==> src/design/fdtw_pkg.sv <==
// Package: shared types, constants and helpers of the fault-domain tree walker.
package fdtw_pkg;

  localparam int WORD_BITS = 32;
  localparam int CFG_IDX_BITS = 1;

  typedef logic [WORD_BITS-1:0] word_t;
  typedef logic [CFG_IDX_BITS-1:0] cfg_idx_t;
  typedef logic [2:0] wcnt_t;
  typedef logic [1:0] nres_t;

  localparam cfg_idx_t CFG_FAULT_MASK = 1'b0;
  localparam cfg_idx_t CFG_PERF_MASK  = 1'b1;

  localparam word_t FAULT_MASK_RST = word_t'(1);
  localparam word_t PERF_MASK_RST  = word_t'(2);

  localparam wcnt_t MIN_WORDS  = 3'd4;
  localparam word_t NODE_LEVEL = word_t'(1);
  localparam word_t ROOT_IDENT = word_t'(1);
  localparam word_t WORD_MAX   = '1;

  typedef enum logic [3:0] {
    KIND_ROOT       = 4'd0,
    KIND_NODE       = 4'd1,
    KIND_FAULT      = 4'd2,
    KIND_PERF       = 4'd3,
    KIND_RANK       = 4'd4,
    KIND_TRUNCATED  = 4'd5,
    KIND_UNKNOWN    = 4'd6,
    KIND_TOO_SHORT  = 4'd7,
    KIND_BEYOND_END = 4'd8
  } kind_t;

  typedef enum logic [1:0] {
    PH_LEVEL = 2'd0,
    PH_IDENT = 2'd1,
    PH_COUNT = 2'd2
  } phase_t;

  typedef struct packed {
    kind_t kind;
    word_t level;
    word_t ident;
    word_t value;
    logic  run_end;
  } result_t;

  typedef struct packed {
    wcnt_t  words_seen;
    phase_t tuple_phase;
    word_t  held_level;
    word_t  held_ident;
    logic   has_fault;
    logic   has_perf;
    word_t  domains_expected;
    word_t  domains_found;
    word_t  ranks_expected;
    word_t  ranks_found;
    word_t  fault_level;
    logic   fault_level_known;
    word_t  perf_level;
    logic   perf_level_known;
    logic   halted;
  } walk_state_t;

  // what one word produces: up to two results
  typedef struct packed {
    result_t r0;
    result_t r1;
    nres_t   n;
  } step_out_t;

  function automatic walk_state_t state_clear();
    walk_state_t s;
    s = '0;
    s.tuple_phase = PH_LEVEL;
    s.domains_expected = word_t'(1);
    return s;
  endfunction

  function automatic word_t sat_add(word_t a, word_t b);
    logic [WORD_BITS:0] s;
    s = {1'b0, a} + {1'b0, b};
    return s[WORD_BITS] ? WORD_MAX : s[WORD_BITS-1:0];
  endfunction

  function automatic result_t make_result(kind_t k, word_t lvl, word_t id, word_t val);
    result_t r;
    r.kind = k;
    r.level = lvl;
    r.ident = id;
    r.value = val;
    r.run_end = 1'b0;
    return r;
  endfunction

endpackage

==> src/design/fdtw_ifs.sv <==
// Interfaces: input word channel and result channel of the tree walker.
interface fdtw_in_if;
  import fdtw_pkg::*;
  logic  valid;
  logic  ready;
  word_t word;
  logic  last_word;
  modport source (output valid, output word, output last_word, input ready);
  modport sink (input valid, input word, input last_word, output ready);
endinterface

interface fdtw_out_if;
  import fdtw_pkg::*;
  logic  valid;
  logic  ready;
  kind_t kind;
  word_t level;
  word_t ident;
  word_t value;
  logic  run_end;
  modport source (output valid, output kind, output level, output ident,
                  output value, output run_end, input ready);
  modport sink (input valid, input kind, input level, input ident,
                input value, input run_end, output ready);
endinterface

==> src/design/fdtw_step.sv <==
// Step logic: next walk state and the results caused by one input word.
module fdtw_step (
  input  fdtw_pkg::walk_state_t st,
  input  fdtw_pkg::word_t       word,
  input  logic                  last_word,
  input  fdtw_pkg::word_t       fault_mask,
  input  fdtw_pkg::word_t       perf_mask,
  output fdtw_pkg::walk_state_t st_nxt,
  output fdtw_pkg::step_out_t   res
);
  import fdtw_pkg::*;

  walk_state_t s;
  step_out_t   o;
  logic        dom_done;
  logic        rank_done;
  logic        need_perf;
  logic        need_fault;
  logic        all_done;
  kind_t       tkind;
  logic        tknown;
  wcnt_t       ws_inc;

  assign dom_done   = st.domains_found >= st.domains_expected;
  assign rank_done  = st.ranks_found >= st.ranks_expected;
  assign need_perf  = st.has_perf && !st.perf_level_known;
  assign need_fault = st.has_fault && !st.fault_level_known;
  assign ws_inc     = (st.words_seen < MIN_WORDS) ? st.words_seen + 3'd1 : st.words_seen;

  // classify the held triple
  always_comb begin
    tknown = 1'b1;
    tkind  = KIND_UNKNOWN;
    priority if (st.held_ident == ROOT_IDENT) begin
      tkind = KIND_ROOT;
    end else if (st.held_level == NODE_LEVEL) begin
      tkind = KIND_NODE;
    end else if (!need_perf && (need_fault ||
                 (st.fault_level_known && st.fault_level == st.held_level))) begin
      tkind = KIND_FAULT;
    end else if (need_perf || (st.perf_level_known && st.perf_level == st.held_level)) begin
      tkind = KIND_PERF;
    end else begin
      tknown = 1'b0;
    end
  end

  always_comb begin
    s   = st;
    o   = '0;
    all_done = 1'b0;
    if (st.words_seen == '0) begin
      s.has_fault  = |(word & fault_mask);
      s.has_perf   = |(word & perf_mask);
      s.words_seen = 3'd1;
    end else begin
      if (!st.halted) begin
        priority if (dom_done && rank_done) begin
          s.halted = 1'b1;
          o.r0 = make_result(KIND_BEYOND_END, '0, '0, '0);
          o.n  = 2'd1;
        end else if (!dom_done) begin
          unique case (st.tuple_phase)
            PH_LEVEL: begin
              s.held_level  = word;
              s.tuple_phase = PH_IDENT;
            end
            PH_IDENT: begin
              s.held_ident  = word;
              s.tuple_phase = PH_COUNT;
            end
            default: begin
              s.tuple_phase = PH_LEVEL;
              o.n = 2'd1;
              if (!tknown) begin
                s.halted = 1'b1;
                o.r0 = make_result(KIND_UNKNOWN, '0, '0, '0);
              end else begin
                o.r0 = make_result(tkind, st.held_level, st.held_ident, word);
                s.domains_found = sat_add(st.domains_found, word_t'(1));
                // children at the node level are ranks, even under a root
                if (st.held_level == NODE_LEVEL) begin
                  s.ranks_expected = sat_add(st.ranks_expected, word);
                end else begin
                  s.domains_expected = sat_add(st.domains_expected, word);
                end
                if (tkind == KIND_FAULT && need_fault) begin
                  s.fault_level       = st.held_level;
                  s.fault_level_known = 1'b1;
                end
                if (tkind == KIND_PERF && need_perf) begin
                  s.perf_level       = st.held_level;
                  s.perf_level_known = 1'b1;
                end
              end
            end
          endcase
        end else begin
          s.ranks_found = sat_add(st.ranks_found, word_t'(1));
          o.r0 = make_result(KIND_RANK, '0, '0, word);
          o.n  = 2'd1;
        end
      end
      s.words_seen = ws_inc;
    end

    if (last_word) begin
      all_done = s.domains_found >= s.domains_expected &&
                 s.ranks_found >= s.ranks_expected && s.tuple_phase == PH_LEVEL;
      if (s.words_seen < MIN_WORDS) begin
        o.r0 = make_result(KIND_TOO_SHORT, '0, '0, '0);
        o.n  = 2'd1;
      end else if (!s.halted && !all_done) begin
        if (o.n == 2'd0) begin
          o.r0 = make_result(KIND_TRUNCATED, '0, '0, '0);
        end else begin
          o.r1 = make_result(KIND_TRUNCATED, '0, '0, '0);
        end
        o.n = o.n + 2'd1;
      end
      s = state_clear();
    end

    if (o.n == 2'd1) o.r0.run_end = 1'b1;
    if (o.n == 2'd2) o.r1.run_end = 1'b1;
  end

  assign st_nxt = s;
  assign res    = o;

endmodule

==> src/design/fdtw_outq.sv <==
// Result queue: four entries, takes up to two results and gives one per cycle.
module fdtw_outq (
  input  logic                clk,
  input  logic                rst_n,
  input  fdtw_pkg::step_out_t push,
  input  logic                pop,
  output fdtw_pkg::result_t   head,
  output fdtw_pkg::wcnt_t     count
);
  import fdtw_pkg::*;

  result_t     mem_r [4];
  logic [1:0]  wr_ptr_r, wr_ptr_nxt;
  logic [1:0]  rd_ptr_r, rd_ptr_nxt;
  wcnt_t       cnt_r, cnt_nxt;

  assign wr_ptr_nxt = wr_ptr_r + push.n;
  assign rd_ptr_nxt = rd_ptr_r + {1'b0, pop};
  assign cnt_nxt    = cnt_r + {1'b0, push.n} - {2'b00, pop};

  always_ff @(posedge clk) begin
    if (!rst_n) begin
      wr_ptr_r <= '0;
      rd_ptr_r <= '0;
      cnt_r    <= '0;
    end else begin
      wr_ptr_r <= wr_ptr_nxt;
      rd_ptr_r <= rd_ptr_nxt;
      cnt_r    <= cnt_nxt;
    end
  end

  always_ff @(posedge clk) begin
    if (push.n != 2'd0) mem_r[wr_ptr_r] <= push.r0;
    if (push.n == 2'd2) mem_r[wr_ptr_r + 2'd1] <= push.r1;
  end

  assign head  = mem_r[rd_ptr_r];
  assign count = cnt_r;

`ifndef NO_ASSERTIONS
  a_cnt_bound: assert property (@(posedge clk) disable iff (!rst_n)
    cnt_r <= 3'd4) else $error("result queue count over depth");
  a_ptr_gap: assert property (@(posedge clk) disable iff (!rst_n)
    (cnt_r == 3'd0 || cnt_r == 3'd4) |-> wr_ptr_r == rd_ptr_r)
    else $error("queue pointers disagree with count");
`endif

endmodule

==> src/design/fault_domain_tree_walker.sv <==
// Top level: fault-domain tree walker, one array word in, zero to two results out.
//
//  channel  | dir | beat payload                         | accept
//  in_ch    | in  | word, last_word                      | valid && ready
//  out_ch   | out | kind, level, ident, value, run_end   | valid && ready
//  cfg_*    | in  | cfg_idx, cfg_wdata                   | cfg_we
//
// One word is taken per cycle while in_ch.ready is high; its results enter a
// four-entry queue the same edge. in_ch.ready is high while the queue holds at most
// two results, so a word giving one result sustains one beat per cycle while
// out_ch.ready is high; two-result words leave one result queued for out_ch.
// Synchronous reset clears the walk state, the queue and loads the default masks.
module fault_domain_tree_walker (
  input  logic               clk,
  input  logic               rst_n,
  fdtw_in_if.sink            in_ch,
  fdtw_out_if.source         out_ch,
  input  logic               cfg_we,
  input  fdtw_pkg::cfg_idx_t cfg_idx,
  input  fdtw_pkg::word_t    cfg_wdata
);
  import fdtw_pkg::*;

  walk_state_t st_r, st_nxt;
  word_t       fault_mask_r, perf_mask_r;
  step_out_t   step_res;
  step_out_t   push;
  result_t     head;
  wcnt_t       q_count;
  logic        in_acc;
  logic        out_acc;

  assign in_ch.ready = q_count <= 3'd2;
  assign in_acc  = in_ch.valid && in_ch.ready;
  assign out_acc = out_ch.valid && out_ch.ready;

  fdtw_step u_step (
    .st         (st_r),
    .word       (in_ch.word),
    .last_word  (in_ch.last_word),
    .fault_mask (fault_mask_r),
    .perf_mask  (perf_mask_r),
    .st_nxt     (st_nxt),
    .res        (step_res)
  );

  always_comb begin
    push = step_res;
    if (!in_acc) push.n = 2'd0;
  end

  always_ff @(posedge clk) begin
    if (!rst_n) begin
      st_r <= state_clear();
    end else if (in_acc) begin
      st_r <= st_nxt;
    end
  end

  always_ff @(posedge clk) begin
    if (!rst_n) begin
      fault_mask_r <= FAULT_MASK_RST;
      perf_mask_r  <= PERF_MASK_RST;
    end else if (cfg_we) begin
      unique case (cfg_idx)
        CFG_FAULT_MASK: fault_mask_r <= cfg_wdata;
        CFG_PERF_MASK:  perf_mask_r  <= cfg_wdata;
        default: ;
      endcase
    end
  end

  fdtw_outq u_outq (
    .clk   (clk),
    .rst_n (rst_n),
    .push  (push),
    .pop   (out_acc),
    .head  (head),
    .count (q_count)
  );

  assign out_ch.valid   = q_count != 3'd0;
  assign out_ch.kind    = head.kind;
  assign out_ch.level   = head.level;
  assign out_ch.ident   = head.ident;
  assign out_ch.value   = head.value;
  assign out_ch.run_end = head.run_end;

`ifndef NO_ASSERTIONS
  a_last_clears: assert property (@(posedge clk) disable iff (!rst_n)
    (in_acc && in_ch.last_word) |=> st_r.words_seen == 3'd0)
    else $error("walk state not cleared after last word");
  a_halt_after_meta: assert property (@(posedge clk) disable iff (!rst_n)
    st_r.halted |-> st_r.words_seen >= 3'd2)
    else $error("halted before any triple word");
  a_room_two: assert property (@(posedge clk) disable iff (!rst_n)
    in_acc |=> q_count >= {1'b0, $past(push.n)})
    else $error("accepted word results lost from queue");
  a_ws_sat: assert property (@(posedge clk) disable iff (!rst_n)
    st_r.words_seen <= MIN_WORDS) else $error("word count past saturation");
`endif

endmodule
==> src/flat_wrapper.sv <==
// flat-port wrapper written by rule: the top's interface ports become plain ports
module fault_domain_tree_walker_flat import fdtw_pkg::*;
  (clk, rst_n, cfg_we, cfg_idx, cfg_wdata, in_ch_valid, in_ch_word, in_ch_last_word, in_ch_ready, out_ch_valid, out_ch_kind, out_ch_level, out_ch_ident, out_ch_value, out_ch_run_end, out_ch_ready);
  fdtw_in_if in_ch_i ();
  fdtw_out_if out_ch_i ();
  input  logic clk;
  input  logic rst_n;
  input  logic cfg_we;
  input  fdtw_pkg::cfg_idx_t cfg_idx;
  input  fdtw_pkg::word_t cfg_wdata;
  input wire logic [$bits(in_ch_i.valid)-1:0] in_ch_valid;
  input wire logic [$bits(in_ch_i.word)-1:0] in_ch_word;
  input wire logic [$bits(in_ch_i.last_word)-1:0] in_ch_last_word;
  output wire logic [$bits(in_ch_i.ready)-1:0] in_ch_ready;
  output wire logic [$bits(out_ch_i.valid)-1:0] out_ch_valid;
  output wire logic [$bits(out_ch_i.kind)-1:0] out_ch_kind;
  output wire logic [$bits(out_ch_i.level)-1:0] out_ch_level;
  output wire logic [$bits(out_ch_i.ident)-1:0] out_ch_ident;
  output wire logic [$bits(out_ch_i.value)-1:0] out_ch_value;
  output wire logic [$bits(out_ch_i.run_end)-1:0] out_ch_run_end;
  input wire logic [$bits(out_ch_i.ready)-1:0] out_ch_ready;
  assign in_ch_i.valid = in_ch_valid;
  assign in_ch_i.word = in_ch_word;
  assign in_ch_i.last_word = in_ch_last_word;
  assign in_ch_ready = in_ch_i.ready;
  assign out_ch_valid = out_ch_i.valid;
  assign out_ch_kind = out_ch_i.kind;
  assign out_ch_level = out_ch_i.level;
  assign out_ch_ident = out_ch_i.ident;
  assign out_ch_value = out_ch_i.value;
  assign out_ch_run_end = out_ch_i.run_end;
  assign out_ch_i.ready = out_ch_ready;
  fault_domain_tree_walker u_core (.clk(clk), .rst_n(rst_n), .in_ch(in_ch_i), .out_ch(out_ch_i), .cfg_we(cfg_we), .cfg_idx(cfg_idx), .cfg_wdata(cfg_wdata));
endmodule
==> config.mk <==
export PLATFORM = sky130hd
export DESIGN_NAME = fault_domain_tree_walker_flat
export DESIGN_NICKNAME = d
export VERILOG_FILES = /design/src/design/fdtw_pkg.sv /design/src/design/fdtw_ifs.sv /design/src/design/fdtw_step.sv /design/src/design/fdtw_outq.sv /design/src/design/fault_domain_tree_walker.sv /design/src/flat_wrapper.sv
export SDC_FILE = /design/constraint.sdc
export NUM_CORES = 2
export LEC_CHECK = 0
export ABC_AREA = 1
export BUFFER_PORTS_ARGS = -buffer_cell sky130_fd_sc_hd__buf_2
export CAP_MARGIN = 40
export CORE_MARGIN = 5
export CORE_UTILIZATION = 45
export DETAILED_ROUTE_END_ITERATION = 8
export PLACE_DENSITY = 0.67
export SETUP_SLACK_MARGIN = 0.4
export SLEW_MARGIN = 20
export SYNTH_ARGS = -nofsm -noshare
export SYNTH_HDL_FRONTEND = slang
export SYNTH_SLANG_ARGS = --single-unit
==> constraint.sdc <==
create_clock -name clk -period 8.4 [get_ports clk]
set_clock_uncertainty 0.1 [all_clocks]
set_input_delay 1.68 -clock clk [delete_from_list [all_inputs] [get_ports clk]]
set_output_delay 1.68 -clock clk [all_outputs]
set_load 0.05 [all_outputs]
==> results.json <==
{
  "wl_um": 149000,
  "drt_first_pass_iters": 8,
  "yosys.area.top_type_share_pct": 34.8,
  "cts.sinks": 741,
  "h-tree-depth": 3,
  "tightest_slew_ns": 0.876,
  "grt_max_degree": 103,
  "drive_gt1_share_pct": 8.66,
  "setup_viol": 0,
  "multi_input_area_mm2": 0.0238,
  "synthArstFlopShare_pct": 0,
  "finalCritPeriodShare_pct": 87.9,
  "cp_common_cell": "nand2_1",
  "hpwl_um": 101000,
  "nFillCells": 9317,
  "postLayoutCellArea_mm2": 0.0469,
  "yosys.area.top_type": "dfxtp_1",
  "ys_seq_elements": 741,
  "synth_area_per_cell_um2": 6.75,
  "crit_fanout": 39,
  "finalNetCount": 6457,
  "drc": 0,
  "status": "complete, no violations",
  "synthMuxAreaShare_pct": 0,
  "synth_area_mm2": 0.0419,
  "synthesis.nets": 6487,
  "drt-vias-per-instance": 5.65,
  "synth_top_family_by_area": "simple AND/OR/NAND/NOR gates",
  "final_hold_viol_count": 0,
  "ys_types": 61,
  "leakagePower_nw": 20.5,
  "critPathRequiredTime_ns": 8.90,
  "yosys_most_used_dff": "dfxtp_1",
  "cts_root_buf": "clkbuf_16",
  "ys_warn_count": 0,
  "finalSetupTns_ns": 0,
  "clk_latency_ns": 0.67,
  "die-area_mm2": 0.0994,
  "rsz0062_at_grt": "false",
  "start_util_pct": 45.1,
  "die_w_um": 315,
  "dpl_cell_area_mm2": 0.0439,
  "synth.area.top_cells": "dfxtp_1, nand2_1, nand3_1",
  "power_density_mw_per_mm2": 241,
  "drv_slew": 0,
  "post_drt_wl_per_cell_um": 19.8,
  "grt.total_usage_pct": 28.7,
  "met2_usage_pct": 45.3,
  "startpoint_type": "input port",
  "synth-edff-count": 12,
  "grt_pass1_wl_um": 228000,
  "gp_congestion": 0.967,
  "slew_headroom_pct": 41.2,
  "overflow": 0,
  "first_iter_violations": 4397,
  "cts_tree": "done",
  "cts_setup_buffers": 0,
  "areaGrowthSynthToFinish_pct": 11.9,
  "synthSimpleGateAreaFrac_pct": 30.4,
  "synthXorXnorAreaFrac_pct": 1.65,
  "seqCellArea_mm2": 0.0150,
  "maxCapViolCount": 0,
  "period_minus_slack_ns": 7.38,
  "synth_common_cells": "nand2_1, dfxtp_1, nor2_1",
  "fmax_mhz": 135,
  "synth_cells": 6211,
  "critical_path.endpoint_type": "flop",
  "synth_fa_ha_area_share_pct": 6.17,
  "grt_pass1_vias": 39115,
  "synth-compound-area-share_pct": 18.1,
  "antenna_found_initial": 19,
  "final_antenna_net_count": 0,
  "dr_total_vias": 42477,
  "grt_util_met3_pct": 5.34,
  "cts-buffers-inserted": 85,
  "die_h_um": 315,
  "yosysMostFrequentCell": "nand2_1",
  "clk_path_buf_depth": 3,
  "ys_seq_area_share_pct": 35.7,
  "ir_drop_uv": 214,
  "cts.clk_slew.worst_paths_ns": 0.06,
  "met1_usage_pct": 39.3,
  "top_usage_layer": "met2",
  "cpPeakStageDelay_ns": 0.46,
  "worst-setup-path-type": "input port to flop",
  "port_buffers": 173,
  "arrival_ns": 7.88,
  "row_count": 112,
  "core_area_mm2": 0.0929,
  "min_path_type": "flop to flop",
  "io_pins": 174,
  "critPathSlowestCell": "a211oi_1"
}
-- final cells by class --
type	instances	share of cell area (%)
diodes	14	0.0747
clock buffers	122	5.30
clock inverters	33	0.995
inverters	464	3.75
multi-input cells	4636	50.7
flip-flops and latches	741	31.9
well taps	1254	3.34
repair buffers	253	3.98
-- routing by layer --
metal / wire (um) / vias to the layer above
met4: 5620 / 0
li1: - / 20594
met5: 0 / -
met3: 13900 / 279
met2: 65700 / 1941
met1: 63700 / 19663
-- through the flow --
step | total power, W | cells | setup slack [ns] | hold slack (ns) | util, %
after floorplan | 0.00632 | 6211 | 1.73 | 0.325 | -
after global placement | 0.00736 | 7333 | 0.428 | 0.336 | 46.9
after detailed placement | 0.00743 | 7344 | 0.222 | 0.344 | 47.2
after CTS | 0.0113 | 7499 | 0.863 | 0.352 | 50.4
after global routing | 0.0118 | 7514 | 0.559 | 0.376 | 50.5
final | 0.0113 | 7517 | 1.02 | 0.351 | 50.5
-- where the power goes --
group	switching (W)	internal (W)
Sequential	0.000120	0.00367
Clock	0.00161	0.00232
Combinational	0.00276	0.000848
Total	0.00449	0.00684
-- logic make-up (layout without fill, tap and decap cells) --
group	count (synthesis)	in the layout
other	0	14
buffers and inverters	834	872
adders and majority gates	205	205
AOI/OAI and AO/OA	1277	1277
and+or+nand+nor	3075	3075
xor gates and xnor gates	79	79
DFF	741	741
-- placed cells by master (no fill, tap or decap), drive strengths merged, types with 9 or more instances in the layout --
cell    Yosys  layout
a31oi      14      14
nor4       22      22
o21a       11      11
dfxtp     729     729
nand2    1671    1671
buf       145     253
or2        29      29
nor3       66      66
o211ai     10      10
diode       0      14
nand3b      9       9
edfxtp     12      12
clkinv      3      22
nand3     570     570
a21oi     470     470
a221oi     11      11
nand4      64      64
o22ai     110     110
a211oi     85      85
inv       461     462
ha        202     202
xor2       45      45
o31ai      11      11
a21o        9       9
nor2      638     638
o21ai     504     504
xnor2      34      34
clkbuf    225     122
a22o       11      11
-- path summary, 6_finish.rpt --
| path | start | end | slack [ns] | cells after the start |
|---|---|---|---|---|
| min | u_core.fault_mask_r[31]$_SDFFE_PN0P_ | u_core.fault_mask_r[31]$_SDFFE_PN0P_ | 0.35 | 2 |
| min reg2reg | u_core.fault_mask_r[31]$_SDFFE_PN0P_ | u_core.fault_mask_r[31]$_SDFFE_PN0P_ | 0.35 | 2 |
| max | in_ch_word[0] | u_core.u_outq.mem_r[3][38]$_SDFFE_PP0P_ | 1.02 | 34 |
| max reg2reg | u_core.st_r[127]$_SDFFE_PN0P_ | u_core.u_outq.mem_r[3][38]$_SDFFE_PP0P_ | 1.06 | 37 |
-- registers in the layout, summed over array words and instances (netlist names) --
name / count
u_core.u_outq.count: 3
u_core.perf_mask_r: 32
u_core.fault_mask_r: 32
u_core.u_outq.mem_r: 404
u_core.st_r: 266
u_core.u_outq.rd_ptr_r: 2
u_core.u_outq.wr_ptr_r: 2
-- what timing repair did --
| item | CTS | global route |
|---|---|---|
| resized for setup | 0 | 2 |
| hold buffers | 0 | 0 |
| setup endpoints to repair | 0 | 55 |
-- worst max-delay path, delay by kind of cell --
family          cells  cell delay (ns)
xor+xnor            1             0.17
fa+ha+maj           4             1.23
simple gates       16             2.30
compound gates      6             1.40
buf+inv             7             1.06
(Power assumes the default switching activity.)
